--- src/hdl/frame_store_rect_and_glyph_draw_core_macros.svh ---
// Assertion macros shared by the drawing core.
// Each macro takes a label, the clock, the reset and the checked terms.
`ifndef FRAME_STORE_RECT_AND_GLYPH_DRAW_CORE_MACROS_SVH
`define FRAME_STORE_RECT_AND_GLYPH_DRAW_CORE_MACROS_SVH

// Same-cycle implication.
`define FSD_ASSERT_IMPL(label, clk, rst, ante, cons, msg) \
  label: assert property (@(posedge clk) disable iff (rst) (ante) |-> (cons)) \
    else $error(msg);

// Next-cycle implication.
`define FSD_ASSERT_NEXT(label, clk, rst, ante, cons, msg) \
  label: assert property (@(posedge clk) disable iff (rst) (ante) |=> (cons)) \
    else $error(msg);

// Condition that must never be true.
`define FSD_ASSERT_NEVER(label, clk, rst, bad, msg) \
  label: assert property (@(posedge clk) disable iff (rst) !(bad)) \
    else $error(msg);

`endif

--- src/hdl/fsd_pkg.sv ---
`timescale 1ns / 1ps
// Shared constants, codes and types of the frame store drawing core.
// No dependencies; all other files but the RAM and macros import it.
package fsd_pkg;

  localparam int MAX_WIDTH   = 512;
  localparam int MAX_HEIGHT  = 256;
  localparam int GLYPH_WIDTH = 12;

  localparam int FRAME_DEPTH = MAX_WIDTH * MAX_HEIGHT;
  localparam int ADDR_W      = $clog2(FRAME_DEPTH);

  localparam int PIX_W  = 16;
  localparam int REQ_W  = 3;
  localparam int POS_W  = 11;
  localparam int RECT_W = 10;

  localparam int FW_REG_W = 10;
  localparam int FH_REG_W = 9;
  localparam int FRAME_WIDTH_RESET  = 320;
  localparam int FRAME_HEIGHT_RESET = 240;

  localparam int WU_W = $clog2(MAX_WIDTH + 1);
  localparam int HU_W = $clog2(MAX_HEIGHT + 1);
  localparam int X_W  = $clog2(MAX_WIDTH);
  localparam int Y_W  = $clog2(MAX_HEIGHT);
  localparam int GK_W = $clog2(GLYPH_WIDTH);

  localparam int WH_W    = (WU_W > HU_W) ? WU_W : HU_W;
  localparam int CLIP_W  = ((WH_W > POS_W) ? WH_W : POS_W) + 2;
  localparam int PROD_W  = POS_W + WU_W + 1;
  localparam int IDX_W   = PROD_W + 1;
  localparam int X_OP_W  = POS_W + 1;

  localparam int APB_DATA_W = 32;
  localparam int APB_ADDR_W = 3;
  localparam int REG_IDX_W  = APB_ADDR_W - 2;

  localparam logic [REG_IDX_W-1:0] REG_FRAME_WIDTH  = REG_IDX_W'(0);
  localparam logic [REG_IDX_W-1:0] REG_FRAME_HEIGHT = REG_IDX_W'(1);

  localparam logic [REQ_W-1:0] REQ_CLEAR = REQ_W'(0);
  localparam logic [REQ_W-1:0] REQ_FILL  = REQ_W'(1);
  localparam logic [REQ_W-1:0] REQ_GLYPH = REQ_W'(2);
  localparam logic [REQ_W-1:0] REQ_SET   = REQ_W'(3);
  localparam logic [REQ_W-1:0] REQ_READ  = REQ_W'(4);

  // Frame geometry in use, after saturation of the registers.
  typedef struct packed {
    logic [WU_W-1:0]   width;
    logic [HU_W-1:0]   height;
    logic [ADDR_W-1:0] last;
  } fsd_geom_t;

  // One access to the frame memory: a write port and a read port.
  typedef struct packed {
    logic              we;
    logic [ADDR_W-1:0] waddr;
    logic [PIX_W-1:0]  wdata;
    logic              re;
    logic [ADDR_W-1:0] raddr;
  } fsd_ram_cmd_t;

endpackage

--- src/hdl/fsd_cfg_regs.sv ---
`timescale 1ns / 1ps
// APB register file holding frame width and height, and the derived geometry.
// Depends on fsd_pkg.
module fsd_cfg_regs import fsd_pkg::*; (
  input  logic                  clk,
  input  logic                  rst,
  input  logic                  psel,
  input  logic                  penable,
  input  logic                  pwrite,
  input  logic [APB_ADDR_W-1:0] paddr,
  input  logic [APB_DATA_W-1:0] pwdata,
  output logic [APB_DATA_W-1:0] prdata,
  output logic                  pready,
  output fsd_geom_t             geom
);

  logic [FW_REG_W-1:0]  frame_width;
  logic [FH_REG_W-1:0]  frame_height;
  logic [REG_IDX_W-1:0] reg_idx;
  logic                 wr_en;
  logic [WU_W-1:0]      width_sat;
  logic [HU_W-1:0]      height_sat;
  logic [WU_W+HU_W-1:0] area;

  assign pready  = 1'b1;
  assign reg_idx = paddr[APB_ADDR_W-1:2];
  assign wr_en   = psel & penable & pwrite & pready;

  always_ff @(posedge clk) begin
    if (rst) begin
      frame_width  <= FW_REG_W'(FRAME_WIDTH_RESET);
      frame_height <= FH_REG_W'(FRAME_HEIGHT_RESET);
    end else if (wr_en) begin
      case (reg_idx)
        REG_FRAME_WIDTH:  frame_width  <= pwdata[FW_REG_W-1:0];
        REG_FRAME_HEIGHT: frame_height <= pwdata[FH_REG_W-1:0];
        default: ;
      endcase
    end
  end

  always_comb begin
    case (reg_idx)
      REG_FRAME_WIDTH:  prdata = APB_DATA_W'(frame_width);
      REG_FRAME_HEIGHT: prdata = APB_DATA_W'(frame_height);
      default:          prdata = '0;
    endcase
  end

  // Out-of-range register values are saturated into the legal frame size.
  always_comb begin
    if (32'(frame_width) > 32'(MAX_WIDTH)) begin
      width_sat = WU_W'(MAX_WIDTH);
    end else if (frame_width == '0) begin
      width_sat = WU_W'(1);
    end else begin
      width_sat = WU_W'(frame_width);
    end
    if (32'(frame_height) > 32'(MAX_HEIGHT)) begin
      height_sat = HU_W'(MAX_HEIGHT);
    end else if (frame_height == '0) begin
      height_sat = HU_W'(1);
    end else begin
      height_sat = HU_W'(frame_height);
    end
  end

  assign area = width_sat * height_sat;

  always_ff @(posedge clk) begin
    geom.width  <= width_sat;
    geom.height <= height_sat;
    geom.last   <= ADDR_W'(area - 1);
  end

endmodule

--- config.mk ---
export PLATFORM = sky130hd
export DESIGN_NAME = fsd_cfg_regs
export DESIGN_NICKNAME = d
export VERILOG_FILES = /design/src/hdl/frame_store_rect_and_glyph_draw_core_macros.svh /design/src/hdl/fsd_pkg.sv /design/src/hdl/fsd_cfg_regs.sv
export SDC_FILE = /design/constraint.sdc
export NUM_CORES = 1
export LEC_CHECK = 0
export BUFFER_PORTS_ARGS = -buffer_cell sky130_fd_sc_hd__buf_4
export CAP_MARGIN = 20
export CORE_MARGIN = 2
export CORE_UTILIZATION = 56
export DETAILED_ROUTE_END_ITERATION = 12
export GPL_ROUTABILITY_DRIVEN = 0
export PLACE_DENSITY = 0.92
export SETUP_SLACK_MARGIN = 0.02
export SLEW_MARGIN = 20
export SYNTH_ARGS = -nofsm -noshare
export SYNTH_HDL_FRONTEND = slang
export SYNTH_SLANG_ARGS = --single-unit
--- constraint.sdc ---
create_clock -name clk -period 5.5 [get_ports clk]
set_clock_uncertainty 0.15 [all_clocks]
set_input_delay 1.1 -clock clk [delete_from_list [all_inputs] [get_ports clk]]
set_output_delay 1.1 -clock clk [all_outputs]
set_load 0.01 [all_outputs]
==> summary.md, run 1 <==
| Metric | Value |
|---|---|
| Least-Margin Pin Slew | 0.6794 ns |
| Initial DRC count | 226 |
| Yosys top cell area share | 24.20% |
| Post-CTS sizing | 0 |
| Switching power total | 559.9 µW |
| Post-synth ARST share | 0% |
| Std cell rows | 34 |
| CTS sink count | 55 |
| Vias in the first global route | 4199 |
| Worst EP required | 5.58 ns |
| Dpl ws | 0.1871 ns |
| RSZ-0062 raised after global routing | false |
| Residual DRC count | 0 |
| FF-to-FF setup slack | 0.29 ns |
| H-tree depth | 2 |
| Nets@finish | 774 |
| Final Max Tran Viols | 0 |
| CTS tree | done |
| Die Area | 9632 µm² |
| Max_cap viols | 0 |
| Drt wl/cell | 15.08 µm |
| Comb power frac | 50.8% |
| Port bufs | 61 |
| CTS buffer count | 5 |
| Yosys reg bits | 55 |
| Synth area leader | fa_1 |
| HPWL after DPL | 8726 µm |
| Buffer count from post-CTS setup fixing | 0 |
| First-pass GRT wire length | 18470 µm |
| Status | finished clean |
| Reg clk slew, reported paths | 0.11 ns |
| Share of cells above drive strength 1 | 17.30% |
| Reported leakage power | 2.826 nW |
| Worst min-delay path class | register to register |
| Final WS setup | 0.2899 ns |
| Min Hold Slack | 0.2701 ns |
| Register area share after synthesis | 22.18% |
| CP Cell Sequence | nand2b_1 -> clkinv_1 -> nand2_1 -> fa_1 -> inv_1 -> fa_1 -> fa_1 -> fa_1 -> inv_1 -> fa_1 -> inv_1 -> ha_1 -> nand2_2 -> nor3_2 -> o211ai_1 -> and2_4 -> o311ai_4 |
| Worst Setup Start Kind | register |
| Root Driver | clkbuf_8 |
| Worst setup EP type | register |
| Crit Path Max Fanout | 11 |
| Chip width | 98.15 µm |
| Cell internal pwr | 855.6 µW |
| Detailed-route wire length | 11130 µm |
| GR Overflow Total | 0 |
| Final Power | 1.416 mW |
| Antenna violations before repair | 0 |
| ANT nets after route | 0 |
| Gate Count Post-Synth | 573 |
| Final setup violation count | 0 |
| WP data arrival | 5.29 ns |
| Post-synth EDFFs | 0 |
| Switching share of power | 39.56% |
| Unique masters post-synth | 47 |
| ANT cells | 0 |
| Clock latency on the worst-skew pair | 0.31 ns |
| Power Dens Cells | 254.3 nW/µm² |
| Via density | 5.463 |
| Fin Setup TNS | 0 ns |
| Hold Buf Count CTS | 0 |
| CP most frequent cell | fa_1 |
| Area Growth Syn to Fin | 12.13% |
| Critical setup path kind | register to register |
| Cell area after layout | 5565 µm² |
| Post-Syn Area | 4964 µm² |
| Total core area | 8678 µm² |
| Fin crit share | 94.73% |
| Top post-synthesis cells by area | fa_1, dfxtp_1, ha_1, nand2_1, inv_1 |
| Peak supply drop | 0.1425 mV |
| FMAX | 191.9 MHz |
| DP Area | 5451 µm² |
| First-pass iteration count of the detailed router | 5 |
| Final Hold Vio Count | 0 |
| Slowest-stage cell, CP | fa_1 |
| Most frequent cells in the layout | nand2_1, inv_1, buf_4 |
| Syn avg cell area | 8.662 µm² |
| Critical Path Max Stage Delay | 0.52 ns |
| Detailed-route via count | 4032 |
| Die height | 98.15 µm |
| Synthesis Warnings | 0 |
| Largest net degree at the start of global routing | 20 |
| Min Tclk post-route | 5.210 ns |
| Clk buf depth | 2 |
| All-Layer GR Usage | 23.58% |
| Ys flop type | dfxtp_1 |
| Max-slew headroom | 54.54% |
| Most common cell after layout, fill and taps aside | nand2_1 |
| Clock share of power | 16.5% |
| Initial cell density of the core | 57.19% |
| Top Ports | 109 |
| Part of the power in registers | 32.7% |
-- flip-flops by register name, indices dropped and copies added (netlist names) --
register,flops
frame_width,10
frame_height,9
geom,36
-- metal layers --
layer | GRT usage, % | up-vias | routed length, µm
li1 | - | 1828 | -
met1 | 26.20 | 1974 | 4024
met2 | 43.99 | 184 | 5848
met3 | 4.796 | 46 | 865
met4 | 9.273 | 0 | 393
met5 | 0 | - | 0
-- path summary, 6_finish.rpt --
check                                startpoint  depth (start not counted)       end
worst min-delay path            frame_height[8]                          0  geom[25]
worst min register to register  frame_height[8]                          0  geom[25]
worst max register to register   frame_width[9]                         17  geom[14]
worst max-delay path             frame_width[9]                         17  geom[14]
-- synth_stat cells (2+ instances only) --
| cell | number |
|---|---|
| buf_4 | 24 |
| conb_1 | 2 |
| a31oi_1 | 2 |
| a21o_1 | 4 |
| o211ai_1 | 3 |
| dfxtp_1 | 55 |
| clkbuf_2 | 2 |
| nand3b_1 | 8 |
| buf_2 | 4 |
| nor2b_1 | 5 |
| o21ai_0 | 6 |
| and2_1 | 6 |
| nand4_1 | 3 |
| xnor2_1 | 12 |
| ha_1 | 44 |
| nor4_1 | 3 |
| inv_1 | 97 |
| a21oi_1 | 28 |
| xor2_1 | 5 |
| clkinv_1 | 5 |
| nand2_1 | 99 |
| fa_1 | 60 |
| nand2b_1 | 14 |
| nand3_1 | 2 |
| nor3_1 | 7 |
| clkbuf_1 | 10 |
| nor2_1 | 34 |
| mux2_2 | 9 |
| o21ai_2 | 2 |
-- kinds of logic (layout without fill, tap and decap cells) --
logic type | count (synthesis) | count (layout) | synth area share [%]
adder cells (fa/ha/maj) | 104 | 104 | 35.29
buffers and inverters | 144 | 180 | 12.96
AO/OA/AOI/OAI | 55 | 55 | 7.386
multiplexers | 9 | 9 | 2.042
flip-flops | 55 | 55 | 22.18
AND/OR/NAND/NOR | 187 | 187 | 16.99
other | 2 | 23 | 0.1513
XOR/XNOR | 17 | 17 | 3.000
-- critical path: cells and delay by family (launching register included) --
family / cells / cell delay (ns)
DFF: 1 / 0.45
adders and majority gates: 6 / 2.72
and+or+nand+nor: 5 / 0.91
buffers and inverters: 4 / 0.51
AOI/OAI and AO/OA: 2 / 0.39
-- metrics by stage --
step / util, % / cells
after CTS: 63.80 / 738
after detailed placement: 62.82 / 731
after global routing: 64.13 / 738
after global placement: 62.82 / 731
after floorplan: - / 594
final: 64.13 / 738
-- area by class of cell --
type | count | area [µm²]
multi-input cells | 395 | 3309
well taps | 108 | 135.1
inverters | 103 | 402.9
repair buffers | 70 | 529.3
flip-flops and latches | 55 | 1104
clock inverters | 2 | 16.27
clock buffers | 5 | 68.82
fillers | 686 | 3113
-- power by group through the flow --
stage | clock [mW] | sequential [mW] | combinational [mW]
finish | 0.233 | 0.463 | 0.720
global route | 0.249 | 0.467 | 0.799
CTS | 0.236 | 0.463 | 0.714
detailed placement | 0 | 0.472 | 0.706
global placement | 0 | 0.472 | 0.676
floorplan | 0 | 0.492 | 0.522
Note: power is estimated with default switching activity, not from simulation.
==> run 2: changes to the inputs <==
--- a/config.mk
+++ b/config.mk
@@ -8,10 +8,10 @@
 export BUFFER_PORTS_ARGS = -buffer_cell sky130_fd_sc_hd__buf_4
 export CAP_MARGIN = 20
 export CORE_MARGIN = 2
-export CORE_UTILIZATION = 56
+export CORE_UTILIZATION = 38
 export DETAILED_ROUTE_END_ITERATION = 12
 export GPL_ROUTABILITY_DRIVEN = 0
-export PLACE_DENSITY = 0.92
+export PLACE_DENSITY = 0.69
 export SETUP_SLACK_MARGIN = 0.02
 export SLEW_MARGIN = 20
 export SYNTH_ARGS = -nofsm -noshare
==> summary.md, run 2 (synthesis results as in run 1) <==
| Metric | Value |
|---|---|
| All-Layer GR Usage | 16.19% |
| DP Area | 5532 µm² |
| Share of cells above drive strength 1 | 17.59% |
| Min Tclk post-route | 5.217 ns |
| Std cell rows | 41 |
| Die height | 118.3 µm |
| RSZ-0062 raised after global routing | false |
| Die Area | 13990 µm² |
| WP data arrival | 5.29 ns |
| H-tree depth | 2 |
| Chip width | 118.3 µm |
| Power Dens Cells | 267.7 nW/µm² |
| Via density | 4.724 |
| First-pass GRT wire length | 18610 µm |
| Reg clk slew, reported paths | 0.08 ns |
| Dpl ws | 0.1812 ns |
| Initial DRC count | 162 |
| Cell area after layout | 5713 µm² |
| Top Ports | 109 |
| Vias in the first global route | 4047 |
| Clock latency on the worst-skew pair | 0.31 ns |
| Most common cell after layout, fill and taps aside | nand2_1 |
| Peak supply drop | 0.1549 mV |
| Antenna violations before repair | 0 |
| Status | finished clean |
| CTS tree | done |
| Worst Setup Start Kind | register |
| ANT cells | 0 |
| CTS buffer count | 5 |
| Final WS setup | 0.2828 ns |
| Drt wl/cell | 13.34 µm |
| Total core area | 12670 µm² |
| Worst EP required | 5.58 ns |
| Placed insts | 795 |
| Critical setup path kind | register to register |
| Max-slew headroom | 51.76% |
| HPWL after DPL | 8599 µm |
| CTS sink count | 55 |
| Root Driver | clkbuf_16 |
| Fin cells | 803 |
| GR Overflow Total | 0 |
| Detailed-route via count | 3793 |
| Area Growth Syn to Fin | 15.10% |
| First-pass iteration count of the detailed router | 4 |
| Worst min-delay path class | register to register |
| Fin Setup TNS | 0 ns |
| Fin crit share | 94.86% |
| Final setup violation count | 0 |
| Port bufs | 61 |
| Largest net degree at the start of global routing | 21 |
| Clk buf depth | 2 |
| Least-Margin Pin Slew | 0.7209 ns |
| FMAX | 191.7 MHz |
| Most frequent cells in the layout | nand2_1, inv_1, buf_4 |
| Crit Path Max Fanout | 11 |
| Detailed-route wire length | 10710 µm |
| Residual DRC count | 0 |
| ANT nets after route | 0 |
| Worst setup EP type | register |
| Initial cell density of the core | 39.17% |
| Max reg flops | 36 |
| Reg with most FFs | geom |
| Final Hold Vio Count | 0 |
| Reported leakage power | 2.869 nW |
| Final Max Tran Viols | 0 |
| Largest regs | geom x36, frame_width x10, frame_height x9 |
| Nets@finish | 774 |
| Max_cap viols | 0 |
## run 2: changes by cell type in the layout (fill, tap and decap cells not counted), moves of 2 or more
| cell | previous run | this run |
|---|---|---|
| clkinv_1 | 2 | 4 |
| inv_8 | 0 | 2 |
| clkbuf_8 | 5 | 0 |
| a21oi_2 | 0 | 2 |
| a21oi_1 | 28 | 26 |
| clkbuf_16 | 0 | 5 |
| clkinvlp_4 | 4 | 1 |
## run 2: worst paths after layout
| path | startpoint | to | slack (ns) | cells past startpoint |
|---|---|---|---|---|
| min | frame_height[8] | geom[25] | 0.31 | 0 |
| max reg2reg | frame_height[8] | geom[15] | 0.28 | 17 |
| max | frame_height[8] | geom[15] | 0.28 | 17 |
| min reg2reg | frame_height[8] | geom[25] | 0.31 | 0 |
## run 2: power by group
| group | leakage, nW | total, mW | switching (mW) | internal, mW |
|---|---|---|---|---|
| clock network | 0.0778 | 0.346 | 0.169 | 0.177 |
| logic | 2.34 | 0.721 | 0.402 | 0.319 |
| registers | 0.451 | 0.462 | 0.0150 | 0.447 |
## run 2: layer usage
metal | global-route usage (%) | up-vias | wire [µm]
li1 | - | 1839 | -
met1 | 20.66 | 1841 | 4870
met2 | 27.89 | 100 | 5201
met3 | 2.413 | 13 | 427
met4 | 5.572 | 0 | 213
met5 | 0 | - | 0
## run 2: per-stage QoR
step	utilization, %	power [mW]	hold slack [ns]
final	45.09	1.529	0.3054
after global routing	45.09	1.659	0.3183
after CTS	44.89	1.541	0.3385
after detailed placement	43.66	1.184	0.3279
after global placement	43.66	1.164	0.3167
after floorplan	-	1.014	0.2816
## run 2: what timing repair did
action	CTS	global route
setup buffers	0	0
endpoints found under the setup margin	0	7
hold buffers	0	0
resized for setup	0	10
## run 2: worst max-delay path, stage by stage (launching register included)
cell       delay (ns)
dfxtp_2          0.44
nand2b_1         0.23
clkinv_1         0.24
nand2_1          0.17
fa_1             0.44
inv_1            0.09
fa_1             0.45
fa_1             0.52
fa_1             0.54
inv_1            0.05
fa_1             0.52
inv_1            0.04
ha_1             0.35
nand3_1          0.12
o22ai_2          0.25
o2bb2ai_1        0.16
o31ai_2          0.21
xor2_1           0.16
## run 2: final cells by class
cell class	instances	area, µm²
inverters	103	395.4
repair buffers	70	525.5
well taps	172	215.2
multi-input cells	395	3317
fillers	1261	6958
clock buffers	5	125.1
flip-flops and latches	55	1104
clock inverters	3	31.28
